### src/hw/rtl/sfcs_pkg.sv
// ============================================================================
// sfcs_pkg
// Types, codes and the result expansion table for the flash command sequencer.
// ============================================================================
package sfcs_pkg;

    localparam int PAGE_BYTES_DEF  = 256;
    localparam int QUEUE_DEPTH_DEF = 4;

    // request ops
    localparam logic [2:0] OP_READ_ID    = 3'd0;
    localparam logic [2:0] OP_READ       = 3'd1;
    localparam logic [2:0] OP_PROGRAM    = 3'd2;
    localparam logic [2:0] OP_ERASE_SEC  = 3'd3;
    localparam logic [2:0] OP_ERASE_CHIP = 3'd4;
    localparam logic [2:0] OP_HOST_BYTE  = 3'd5;
    localparam logic [2:0] OP_RESPONSE   = 3'd6;

    // result actions
    localparam logic [2:0] ACT_SEND    = 3'd0;
    localparam logic [2:0] ACT_RELEASE = 3'd1;
    localparam logic [2:0] ACT_READ    = 3'd2;
    localparam logic [2:0] ACT_ID      = 3'd3;
    localparam logic [2:0] ACT_DONE    = 3'd4;
    localparam logic [2:0] ACT_ERROR   = 3'd5;

    // flash opcodes
    localparam logic [7:0] FL_RDID  = 8'h9F;
    localparam logic [7:0] FL_WREN  = 8'h06;
    localparam logic [7:0] FL_RDSR  = 8'h05;
    localparam logic [7:0] FL_SE    = 8'h20;
    localparam logic [7:0] FL_CE    = 8'hC7;
    localparam logic [7:0] FL_READ  = 8'h03;
    localparam logic [7:0] FL_PP    = 8'h02;
    localparam logic [7:0] FL_DUMMY = 8'hFF;

    localparam logic [2:0] SKIP_MAX = 3'd7;

    typedef enum logic [2:0] {
        PH_IDLE,
        PH_ID,
        PH_READ,
        PH_PDATA,
        PH_FLUSH,
        PH_POLL
    } phase_t;

    typedef enum logic [3:0] {
        CMD_ID,
        CMD_READ,
        CMD_ERROR,
        CMD_CHUNK,
        CMD_NEXT_CHUNK,
        CMD_ERASE_SEC,
        CMD_ERASE_CHIP,
        CMD_HOST,
        CMD_POLL_START,
        CMD_DONE,
        CMD_FINISH_ID,
        CMD_READ_BYTE,
        CMD_POLL_MORE
    } cmd_kind_t;

    typedef struct packed {
        cmd_kind_t   kind;
        logic        flag;
        logic [23:0] value;
    } cmd_t;

    typedef struct packed {
        logic [2:0]  op;
        logic [23:0] address;
        logic [15:0] byte_count;
        logic [7:0]  data_byte;
    } in_t;

    typedef struct packed {
        logic [2:0]  action;
        logic [23:0] value;
        logic        last;
    } out_t;

    // One result of a queued command, picked by step.
    function automatic out_t expand(input cmd_t c, input logic [2:0] step);
        out_t       r;
        logic [7:0] v8;
        logic [2:0] ps;
        r.action = ACT_SEND;
        r.value  = '0;
        r.last   = 1'b0;
        v8       = '0;
        ps       = (c.kind == CMD_NEXT_CHUNK) ? step - 3'd1 : step;
        unique case (c.kind)
            CMD_ID:
            begin
                v8     = (step == 3'd0) ? FL_RDID : FL_DUMMY;
                r.last = (step == 3'd3);
            end
            CMD_READ:
            begin
                unique case (step)
                    3'd0:    v8 = FL_READ;
                    3'd1:    v8 = c.value[23:16];
                    3'd2:    v8 = c.value[15:8];
                    3'd3:    v8 = c.value[7:0];
                    default: v8 = FL_DUMMY;
                endcase
                r.last = (step == (c.flag ? 3'd4 : 3'd3));
            end
            CMD_ERROR:
            begin
                r.action = ACT_ERROR;
                r.last   = 1'b1;
            end
            CMD_CHUNK, CMD_NEXT_CHUNK, CMD_ERASE_SEC:
            begin
                unique case (ps)
                    3'd0:    v8 = FL_WREN;
                    3'd1:    r.action = ACT_RELEASE;
                    3'd2:    v8 = (c.kind == CMD_ERASE_SEC) ? FL_SE : FL_PP;
                    3'd3:    v8 = c.value[23:16];
                    3'd4:    v8 = c.value[15:8];
                    3'd5:    v8 = c.value[7:0];
                    default: r.action = ACT_RELEASE;
                endcase
                if (c.kind == CMD_NEXT_CHUNK && step == 3'd0)
                begin
                    r.action = ACT_RELEASE;
                    v8       = '0;
                end
                r.last = (step == ((c.kind == CMD_CHUNK) ? 3'd5 : 3'd6));
            end
            CMD_ERASE_CHIP:
            begin
                unique case (step)
                    3'd0:    v8 = FL_WREN;
                    3'd2:    v8 = FL_CE;
                    default: r.action = ACT_RELEASE;
                endcase
                r.last = (step == 3'd3);
            end
            CMD_HOST:
            begin
                if (step == 3'd0)
                    v8 = c.value[7:0];
                else
                    r.action = ACT_RELEASE;
                r.last = (step == {2'b00, c.flag});
            end
            CMD_POLL_START:
            begin
                v8     = (step == 3'd0) ? FL_RDSR : FL_DUMMY;
                r.last = (step == 3'd1);
            end
            CMD_DONE:
            begin
                r.action = (step == 3'd0) ? ACT_RELEASE : ACT_DONE;
                r.last   = (step == 3'd1);
            end
            CMD_FINISH_ID:
            begin
                r.action = (step == 3'd0) ? ACT_RELEASE : ACT_ID;
                r.last   = (step == 3'd1);
            end
            CMD_READ_BYTE:
            begin
                if (step == 3'd0)
                begin
                    r.action = ACT_READ;
                    v8       = c.value[7:0];
                end
                else if (c.flag)
                    v8 = FL_DUMMY;
                else
                    r.action = (step == 3'd1) ? ACT_RELEASE : ACT_DONE;
                r.last = (step == (c.flag ? 3'd1 : 3'd2));
            end
            CMD_POLL_MORE:
            begin
                v8     = FL_DUMMY;
                r.last = 1'b1;
            end
            default:
            begin
                r.action = ACT_ERROR;
                r.last   = 1'b1;
            end
        endcase
        if (c.kind == CMD_FINISH_ID && step != 3'd0)
            r.value = c.value;
        else
            r.value = {16'h0000, v8};
        return r;
    endfunction

endpackage

### src/hw/rtl/spi_nor_flash_command_sequencer_core.sv
// ============================================================================
// spi_nor_flash_command_sequencer_core
// Turns flash requests and received bytes into byte-level SPI actions.
// ============================================================================
// Input channel (in_valid/in_stall/in_data) carries requests: read id, read,
// program, erase sector, erase chip, host data bytes and bytes received from
// the flash. Each request is taken when in_valid is high and in_stall low.
// Output channel (out_valid/out_stall/out_data) carries actions: send a byte,
// release select, read byte, id, done or error; last marks the final action
// caused by one request.
// The front part decodes a request and queues at most one command; the
// back part emits that command's actions at one per cycle while out_stall is
// low, from an output register. The command is written into the queue, then
// each action is loaded into the output register; a queued command has 1 to 7
// actions. Requests are taken every cycle while the command queue has room;
// in_stall rises when the queue is full, which happens when requests with
// several actions arrive faster than the output drains or while out_stall
// holds the output. A stalled action stays on out_data unchanged.
// Reset puts the sequencer idle with no owed responses and empties the queue.
// PAGE_BYTES must be a power of two.
// ============================================================================
module spi_nor_flash_command_sequencer_core
    import sfcs_pkg::*;
#(
    parameter int PAGE_BYTES  = PAGE_BYTES_DEF,
    parameter int QUEUE_DEPTH = QUEUE_DEPTH_DEF
)(
    input  logic clk,
    input  logic rst_n,
    input  logic in_valid,
    output logic in_stall,
    input  in_t  in_data,
    output logic out_valid,
    input  logic out_stall,
    output out_t out_data
);

    logic q_full, q_empty, q_push, q_pop;
    cmd_t q_cmd, q_head;

    sfcs_front #(
        .PAGE_BYTES(PAGE_BYTES)
    ) u_front (
        .clk      (clk),
        .rst_n    (rst_n),
        .in_valid (in_valid),
        .in_stall (in_stall),
        .in_data  (in_data),
        .q_full   (q_full),
        .q_push   (q_push),
        .q_cmd    (q_cmd)
    );

    sfcs_queue #(
        .DEPTH(QUEUE_DEPTH)
    ) u_queue (
        .clk      (clk),
        .rst_n    (rst_n),
        .push     (q_push),
        .push_cmd (q_cmd),
        .pop      (q_pop),
        .full     (q_full),
        .empty    (q_empty),
        .head     (q_head)
    );

    sfcs_back u_back (
        .clk       (clk),
        .rst_n     (rst_n),
        .q_empty   (q_empty),
        .q_head    (q_head),
        .q_pop     (q_pop),
        .out_valid (out_valid),
        .out_stall (out_stall),
        .out_data  (out_data)
    );

endmodule

### src/hw/rtl/sfcs_front.sv
// ============================================================================
// sfcs_front
// Accepts requests, tracks the transaction phase and queues result commands.
// ============================================================================
module sfcs_front
    import sfcs_pkg::*;
#(
    parameter int PAGE_BYTES = PAGE_BYTES_DEF
)(
    input  logic clk,
    input  logic rst_n,
    input  logic in_valid,
    output logic in_stall,
    input  in_t  in_data,
    input  logic q_full,
    output logic q_push,
    output cmd_t q_cmd
);

    // the user must keep the page size a power of two; the block does not enforce it
    localparam int PW = $clog2(PAGE_BYTES);
    localparam int CW = $clog2(PAGE_BYTES + 1);

    phase_t      phase_reg, phase_next;
    logic [23:0] addr_reg, addr_next;
    logic [15:0] left_reg, left_next;
    logic [CW-1:0] chunk_reg, chunk_next;
    logic [2:0]  skip_reg, skip_next;
    logic [23:0] id_reg, id_next;

    logic        acc, is_req, is_host, is_resp, skip_end, data_resp;
    logic [15:0] left_dec;
    logic [23:0] id_shift;

    function automatic logic [CW-1:0] chunk_of(input logic [23:0] a, input logic [15:0] bl);
        logic [15:0] room;
        room = 16'(PAGE_BYTES) - 16'(a[PW-1:0]);
        return (room < bl) ? CW'(room) : CW'(bl);
    endfunction

    assign in_stall  = q_full;
    assign acc       = in_valid && !q_full;
    assign is_req    = acc && (in_data.op <= OP_ERASE_CHIP) && (phase_reg == PH_IDLE);
    assign is_host   = acc && (in_data.op == OP_HOST_BYTE) && (phase_reg == PH_PDATA)
                       && (skip_reg < SKIP_MAX) && (chunk_reg != '0);
    assign is_resp   = acc && (in_data.op == OP_RESPONSE) && (phase_reg != PH_IDLE);
    assign skip_end  = is_resp && (skip_reg == 3'd1);
    assign data_resp = is_resp && (skip_reg == 3'd0);
    assign left_dec  = (left_reg != '0) ? left_reg - 16'd1 : left_reg;
    assign id_shift  = {id_reg[15:0], in_data.data_byte};

    // next phase
    always_comb
    begin
        phase_next = phase_reg;
        if (is_req)
        begin
            unique case (in_data.op)
                OP_READ_ID: phase_next = PH_ID;
                OP_READ:    phase_next = PH_READ;
                OP_PROGRAM: phase_next = (in_data.byte_count == '0) ? PH_IDLE : PH_PDATA;
                default:    phase_next = PH_FLUSH;
            endcase
        end
        else if (is_host)
        begin
            if (chunk_reg == CW'(1))
                phase_next = PH_FLUSH;
        end
        else if (skip_end)
        begin
            if (phase_reg == PH_FLUSH)
                phase_next = PH_POLL;
            else if (phase_reg == PH_READ && left_reg == '0)
                phase_next = PH_IDLE;
        end
        else if (data_resp)
        begin
            priority case (phase_reg)
                PH_ID:   if (left_dec == '0) phase_next = PH_IDLE;
                PH_READ: if (left_dec == '0) phase_next = PH_IDLE;
                PH_POLL:
                    if (!in_data.data_byte[0])
                        phase_next = (left_reg != '0) ? PH_PDATA : PH_IDLE;
                default: phase_next = phase_reg;
            endcase
        end
    end

    // datapath and queued command
    always_comb
    begin
        addr_next  = addr_reg;
        left_next  = left_reg;
        chunk_next = chunk_reg;
        skip_next  = skip_reg;
        id_next    = id_reg;
        q_push     = 1'b0;
        q_cmd.kind  = CMD_ERROR;
        q_cmd.flag  = 1'b0;
        q_cmd.value = in_data.address;
        if (is_req)
        begin
            q_push = 1'b1;
            unique case (in_data.op)
                OP_READ_ID:
                begin
                    q_cmd.kind = CMD_ID;
                    id_next    = '0;
                    left_next  = 16'd3;
                    skip_next  = 3'd1;
                end
                OP_READ:
                begin
                    q_cmd.kind = CMD_READ;
                    q_cmd.flag = (in_data.byte_count != '0);
                    left_next  = in_data.byte_count;
                    skip_next  = 3'd4;
                end
                OP_PROGRAM:
                begin
                    if (in_data.byte_count != '0)
                    begin
                        q_cmd.kind = CMD_CHUNK;
                        addr_next  = in_data.address;
                        left_next  = in_data.byte_count;
                        chunk_next = chunk_of(in_data.address, in_data.byte_count);
                        skip_next  = 3'd5;
                    end
                end
                OP_ERASE_SEC:
                begin
                    q_cmd.kind = CMD_ERASE_SEC;
                    left_next  = '0;
                    skip_next  = 3'd5;
                end
                default:
                begin
                    q_cmd.kind = CMD_ERASE_CHIP;
                    left_next  = '0;
                    skip_next  = 3'd2;
                end
            endcase
        end
        else if (is_host)
        begin
            q_push      = 1'b1;
            q_cmd.kind  = CMD_HOST;
            q_cmd.flag  = (chunk_reg == CW'(1));
            q_cmd.value = {16'h0000, in_data.data_byte};
            skip_next   = skip_reg + 3'd1;
            addr_next   = addr_reg + 24'd1;
            left_next   = left_reg - 16'd1;
            chunk_next  = chunk_reg - CW'(1);
        end
        else if (is_resp && skip_reg != 3'd0)
        begin
            skip_next = skip_reg - 3'd1;
            if (skip_reg == 3'd1)
            begin
                if (phase_reg == PH_FLUSH)
                begin
                    q_push     = 1'b1;
                    q_cmd.kind = CMD_POLL_START;
                    skip_next  = 3'd1;
                end
                else if (phase_reg == PH_READ && left_reg == '0)
                begin
                    q_push     = 1'b1;
                    q_cmd.kind = CMD_DONE;
                end
            end
        end
        else if (data_resp)
        begin
            priority case (phase_reg)
                PH_ID:
                begin
                    id_next   = id_shift;
                    left_next = left_dec;
                    if (left_dec == '0)
                    begin
                        q_push      = 1'b1;
                        q_cmd.kind  = CMD_FINISH_ID;
                        q_cmd.value = id_shift;
                    end
                end
                PH_READ:
                begin
                    left_next   = left_dec;
                    q_push      = 1'b1;
                    q_cmd.kind  = CMD_READ_BYTE;
                    q_cmd.flag  = (left_dec != '0);
                    q_cmd.value = {16'h0000, in_data.data_byte};
                end
                PH_POLL:
                begin
                    q_push = 1'b1;
                    if (in_data.data_byte[0])
                        q_cmd.kind = CMD_POLL_MORE;
                    else if (left_reg != '0)
                    begin
                        q_cmd.kind  = CMD_NEXT_CHUNK;
                        q_cmd.value = addr_reg;
                        chunk_next  = chunk_of(addr_reg, left_reg);
                        skip_next   = 3'd5;
                    end
                    else
                        q_cmd.kind = CMD_DONE;
                end
                default:
                begin
                    q_push = 1'b0;
                end
            endcase
        end
    end

    always_ff @(posedge clk or negedge rst_n)
    begin
        if (!rst_n)
        begin
            phase_reg <= PH_IDLE;
            addr_reg  <= '0;
            left_reg  <= '0;
            chunk_reg <= '0;
            skip_reg  <= '0;
            id_reg    <= '0;
        end
        else
        begin
            phase_reg <= phase_next;
            addr_reg  <= addr_next;
            left_reg  <= left_next;
            chunk_reg <= chunk_next;
            skip_reg  <= skip_next;
            id_reg    <= id_next;
        end
    end

    a_idle_no_skip: assert property (@(posedge clk) disable iff (!rst_n)
        (phase_reg == PH_IDLE) |-> (skip_reg == 3'd0))
        else $error("responses owed while idle");

    a_push_not_full: assert property (@(posedge clk) disable iff (!rst_n)
        q_push |-> !q_full)
        else $error("push into full queue");

    a_flush_chunk_empty: assert property (@(posedge clk) disable iff (!rst_n)
        (is_host && chunk_reg == CW'(1)) |=> (phase_reg == PH_FLUSH && chunk_reg == '0))
        else $error("chunk end did not move to flush");

endmodule

### src/hw/rtl/sfcs_queue.sv
// ============================================================================
// sfcs_queue
// Short command queue between the front and back parts.
// ============================================================================
module sfcs_queue
    import sfcs_pkg::*;
#(
    parameter int DEPTH = QUEUE_DEPTH_DEF
)(
    input  logic clk,
    input  logic rst_n,
    input  logic push,
    input  cmd_t push_cmd,
    input  logic pop,
    output logic full,
    output logic empty,
    output cmd_t head
);

    localparam int AW = (DEPTH > 1) ? $clog2(DEPTH) : 1;
    localparam int CNTW = $clog2(DEPTH + 1);

    cmd_t            mem [DEPTH];
    logic [AW-1:0]   wr_reg, rd_reg;
    logic [CNTW-1:0] count_reg;

    assign full  = (count_reg == CNTW'(DEPTH));
    assign empty = (count_reg == '0);
    assign head  = mem[rd_reg];

    always_ff @(posedge clk)
    begin
        if (push)
            mem[wr_reg] <= push_cmd;
    end

    always_ff @(posedge clk or negedge rst_n)
    begin
        if (!rst_n)
        begin
            wr_reg    <= '0;
            rd_reg    <= '0;
            count_reg <= '0;
        end
        else
        begin
            if (push)
                wr_reg <= (wr_reg == AW'(DEPTH - 1)) ? '0 : wr_reg + AW'(1);
            if (pop)
                rd_reg <= (rd_reg == AW'(DEPTH - 1)) ? '0 : rd_reg + AW'(1);
            if (push && !pop)
                count_reg <= count_reg + CNTW'(1);
            else if (pop && !push)
                count_reg <= count_reg - CNTW'(1);
        end
    end

    a_no_overflow: assert property (@(posedge clk) disable iff (!rst_n)
        count_reg <= CNTW'(DEPTH))
        else $error("queue count out of range");

    a_no_underflow: assert property (@(posedge clk) disable iff (!rst_n)
        pop |-> !empty)
        else $error("pop from empty queue");

    a_full_no_push: assert property (@(posedge clk) disable iff (!rst_n)
        full |-> !push)
        else $error("push while full");

endmodule

### src/hw/rtl/sfcs_back.sv
// ============================================================================
// sfcs_back
// Expands queued commands into byte-level results, one per cycle while out_stall is low.
// ============================================================================
module sfcs_back
    import sfcs_pkg::*;
(
    input  logic clk,
    input  logic rst_n,
    input  logic q_empty,
    input  cmd_t q_head,
    output logic q_pop,
    output logic out_valid,
    input  logic out_stall,
    output out_t out_data
);

    logic [2:0] step_reg, step_next;
    logic       valid_reg, valid_next;
    out_t       data_reg;
    out_t       res;
    logic       load;

    assign res       = expand(q_head, step_reg);
    assign load      = !valid_reg || !out_stall;
    assign q_pop     = load && !q_empty && res.last;
    assign out_valid = valid_reg;
    assign out_data  = data_reg;

    always_comb
    begin
        step_next  = step_reg;
        valid_next = valid_reg;
        if (load)
        begin
            valid_next = !q_empty;
            if (!q_empty)
                step_next = res.last ? 3'd0 : step_reg + 3'd1;
        end
    end

    always_ff @(posedge clk or negedge rst_n)
    begin
        if (!rst_n)
        begin
            step_reg  <= '0;
            valid_reg <= 1'b0;
        end
        else
        begin
            step_reg  <= step_next;
            valid_reg <= valid_next;
        end
    end

    always_ff @(posedge clk)
    begin
        if (load)
            data_reg <= res;
    end

    a_step_range: assert property (@(posedge clk) disable iff (!rst_n)
        step_reg <= 3'd6)
        else $error("expansion step out of range");

    a_idle_step_zero: assert property (@(posedge clk) disable iff (!rst_n)
        q_empty |-> (step_reg == 3'd0))
        else $error("step left over with empty queue");

    a_stall_hold: assert property (@(posedge clk) disable iff (!rst_n)
        (out_valid && out_stall) |=> (out_valid && $stable(out_data)))
        else $error("stalled action changed");

endmodule
### config.mk
export PLATFORM = sky130hd
export DESIGN_NAME = spi_nor_flash_command_sequencer_core
export DESIGN_NICKNAME = d
export VERILOG_FILES = /design/src/hw/rtl/sfcs_pkg.sv /design/src/hw/rtl/spi_nor_flash_command_sequencer_core.sv /design/src/hw/rtl/sfcs_front.sv /design/src/hw/rtl/sfcs_queue.sv /design/src/hw/rtl/sfcs_back.sv
export SDC_FILE = /design/constraint.sdc
export NUM_CORES = 1
export LEC_CHECK = 0
export BUFFER_PORTS_ARGS = -buffer_cell sky130_fd_sc_hd__buf_4
export CAP_MARGIN = 20
export CORE_ASPECT_RATIO = 0.5
export CORE_MARGIN = 2
export CORE_UTILIZATION = 35
export CTS_BUF_LIST = sky130_fd_sc_hd__clkbuf_2 sky130_fd_sc_hd__clkbuf_4 sky130_fd_sc_hd__clkbuf_8
export DETAILED_ROUTE_END_ITERATION = 8
export GPL_TIMING_DRIVEN = 1
export RECOVER_POWER = 50
export REMOVE_ABC_BUFFERS = 1
export SYNTH_ARGS = -nofsm -noshare
export SYNTH_HDL_FRONTEND = slang
export SYNTH_SLANG_ARGS = --single-unit
export TNS_END_PERCENT = 50
### constraint.sdc
create_clock -name clk -period 3.74 [get_ports clk]
set_clock_uncertainty 0.15 [all_clocks]
set_input_delay 1.122 -clock clk [delete_from_list [all_inputs] [get_ports clk]]
set_output_delay 1.122 -clock clk [all_outputs]
set_load 0.005 [all_outputs]
==> results.md <==
* Critical path's slowest cell: or4b_4
* Seq/Total Area, Yosys at a little under half
* Switching share of total power at 40.6%
* Gate power share at a little under half
* Final hold slack at 0.345 ns
* Worst slew pin tran at about 2.4 ns
* P&R area growth vs syn at 20.8%
* Detailed Place HPWL at 29000 µm
* Critical path fanouts, max at 3
* Total track usage at between 15 and 20%
* First-pass DRT Iterations at 5
* Hold_buf cts at 0
* Min-delay worst type: reg2reg
* Critical Path Sink Type: register
* Number of flip-flops in the largest register at 116
* Max VDD drop at between 0.2 and 0.3 mV
* Avg Cell Area, Syn at around 10 µm²
* Final ANT Viol Nets at 0
* Max-cap violations at 2
* Via count at approximately 11k
* Initial core utilization at 35.6%
* Synth Warn # at 0
* Initial drt markers at 1220
* Clk buf depth at 3
* Vert. Die Dim at about 140 µm
* Port buffer count at 84
* FF-to-FF End: u_queue.count_reg[1]
* N_diodes at 0
* Critical Path AT at just under 4 ns
* Predominant post-synthesis flop cell: edfxtp_1
* Row count at 50
* Initial antenna violation count at 0
* Worst Setup SP: u_front.left_reg[1]
* Pwr Density at 735 mW/mm²
* # setup viols final at 0
* TNS Setup at 0 ns
* Top cells by area, synth: edfxtp_1 (32%), dfrtp_1 (15%), a21oi_1 (5.0%), mux4_2 (4.9%), o21ai_0 (4.4%)
* R2r startpoint: u_front.left_reg[1]
* Worst setup SP type: register
* TritonCTS Sinks at 226
* Seq cells post-synth at approximately 230
* Proportion of power drawn by flip-flops and latches at between 30 and 40%
* Reg2reg path depth at 14
* Die span in x at 280 µm
* Final Hold Vio Count at 0
* IO Pins at between 80 and 90
* Synthesized area at roughly 0.013 mm²
* Critical Path RT at just over 4 ns
* CP peak stage delay at roughly 0.47 ns
* Total power at between 10 and 15 mW
* RSZ-0062 raised after global routing: true
* Peak Freq at 271 MHz
* Number of library cell types mapped by synthesis at 85
* First-pass GRT wire length at about 63000 µm
* Post-synth EDFFs at about 140
* Run status: complete, but fails checks
* Yosys top cell area share at between 30 and 40%
* TritonCTS clock tree: done
* Drt total wl at between 30000 and 40000 µm
* Hold_sp: u_queue.count_reg[2]
* Clk root buf: clkbuf_8
* Min Clock Period, post-route at 3.69 ns
* Internal at approximately 7 mW
* R2R setup slack at slightly above 0.05 ns
* Crit-path cells: inv_2 -> ha_4 -> or4b_4 -> buf_6 -> nor3_4 -> and2_4 -> xnor2_4 -> a41oi_4 -> a31oi_1 -> or3_4 -> ha_4 -> inv_2 -> fa_2 -> mux2_4
* Worst Setup EP: u_queue.count_reg[1]
* Slew Limit Fails at 71
* Failing checks: max-capacitance violations, max-slew violations
* Clk slew on worst S/H paths at around 0.070 ns
* Vias in the first global route at roughly 11k
* WS Path Type: reg2reg
* NetSw at slightly below 5 mW
* Total CTS buffers at 38
* Clock power share at between 10% and 20%
* Max_slew headroom at -60.9%
* Final GP Congestion at approximately 0.94
* Wire length per cell at around 20 µm
* Drt drc at 0
* Clock Latency Late Sink at between 0.5 and 0.6 ns
* Total gr overflow at 0
* Static Leak at approximately 6.2 nW
* # fillers at approximately 3.6k
* Share of cells above drive strength 1 at approximately a quarter
* Largest net degree at the start of global routing at 49
* Nets at around 1.5k
* Vias per Instance at ~5.7
* Period utilization at a little over nine tenths
* Die area at approximately 0.040 mm²
* H-tree level count at 2
* Proportion of synthesized flip-flops having asynchronous set or reset at between 30 and 40%
* Core Footprint at 0.0375 mm²
* Top cell type by total area after synthesis: edfxtp_1
* Cells after Synth at ~1.3k
[kinds of logic (layout without fill, tap and decap cells)]
| group | after synthesis | after routing | synth area share, % |
|---|---|---|---|
| multiplexers | 86 | 86 | 9.46 |
| XOR/XNOR | 23 | 23 | 1.56 |
| AO/OA/AOI/OAI | 429 | 429 | 20.2 |
| adder cells (fa/ha/maj) | 41 | 41 | 3.86 |
| buffers and inverters | 129 | 320 | 3.81 |
| AND/OR/NAND/NOR | 357 | 357 | 13.4 |
| flip-flops | 226 | 226 | 47.7 |
[power by group through the flow]
| stage | registers [mW] | logic (mW) | clock network [mW] |
|---|---|---|---|
| after floorplan | 3.93 | 3.30 | 0 |
| after global placement | 3.89 | 5.32 | 0 |
| after detailed placement | 3.92 | 5.39 | 0 |
| after CTS | 3.88 | 5.46 | 2.42 |
| after global routing | 3.98 | 6.14 | 2.55 |
| final | 3.91 | 5.60 | 2.36 |
[worst min-delay path by stage]
stage	to	slack (ns)	cells past startpoint
after detailed placement	u_queue.count_reg[2]	0.33	1
after global placement	u_queue.count_reg[2]	0.32	1
after floorplan	u_queue.count_reg[2]	0.31	1
final	u_queue.count_reg[2]	0.34	1
after global routing	u_queue.count_reg[2]	0.36	1
after CTS	u_queue.count_reg[2]	0.34	1
[cells in the mapped netlist (all sizes together), types with 14 or more instances]
cell    count
nand2b     14
a22oi      31
inv        47
nor2       74
edfxtp    144
nor3       41
nand3      21
buf        21
a21oi     134
a222oi     14
xnor2      15
clkbuf     60
ha         38
nor4       15
dfrtp      82
o22ai      24
mux2i      31
and2       24
mux4       29
a22o       17
nand2     105
mux2       26
o21ai     121
[timing repair]
item,4_1_cts,5_1_grt
pin swaps,7,12
setup endpoints to repair,2,91
setup buffers,0,9
resized for setup,11,17
[metrics by stage]
step / util (%) / instance area, µm² / setup WS (ns) / std cells
final: 43.0 / 16100 / 0.0507 / 1976
after global routing: 43.0 / 16100 / -0.0147 / 1976
after CTS: 42.8 / 16100 / -0.00115 / 1966
after detailed placement: 40.6 / 15200 / -0.0869 / 1898
after global placement: 40.6 / 15200 / -0.102 / 1898
after floorplan: - / 13000 / -0.749 / 1210
[cell type report]
type                    instances  area, µm²  area share [%]
clock buffers                  47        603            3.74
repair buffers                204       1570            9.70
flip-flops and latches        226       6380            39.5
inverters                      48        180            1.12
multi-input cells             936       6610            40.9
well taps                     494        618            3.83
clock inverters                21        194            1.20
[worst max-delay path, delay by kind of cell (launching register included)]
| kind | cells | cell delay, ns |
|---|---|---|
| compound gates | 2 | 0.44 |
| xor+xnor | 1 | 0.09 |
| fa+ha+maj | 3 | 0.73 |
| buf+inv | 3 | 0.28 |
| flops | 1 | 0.39 |
| mux | 1 | 0.27 |
| simple gates | 4 | 1.21 |
[cell usage in the layout, fill, tap and decap left out, types with 13 or more instances in the layout]
master / count
nand2b_1: 14
inv_1: 44
o21ai_0: 115
nor2b_1: 13
buf_4: 151
nand2_1: 105
xnor2_1: 14
a21oi_1: 133
mux2_2: 23
nor3_1: 38
and2_0: 14
clkbuf_4: 31
clkbuf_8: 40
nand3_1: 21
o22ai_1: 24
mux2i_1: 31
a22oi_1: 31
a22o_1: 17
nor4_1: 13
dfrtp_1: 81
a222oi_1: 14
mux4_2: 29
nor2_1: 72
clkbuf_1: 15
ha_1: 36
edfxtp_1: 144
[layer usage]
layer,vias to the layer above,global-route usage (%),share of wire (%)
met5,-,0,0
met1,5587,28.5,46
met3,64,3.48,6.6
met2,429,31.3,45
li1,5261,-,-
met4,0,5.54,2.3
Note: power is estimated with default switching activity, not from simulation.
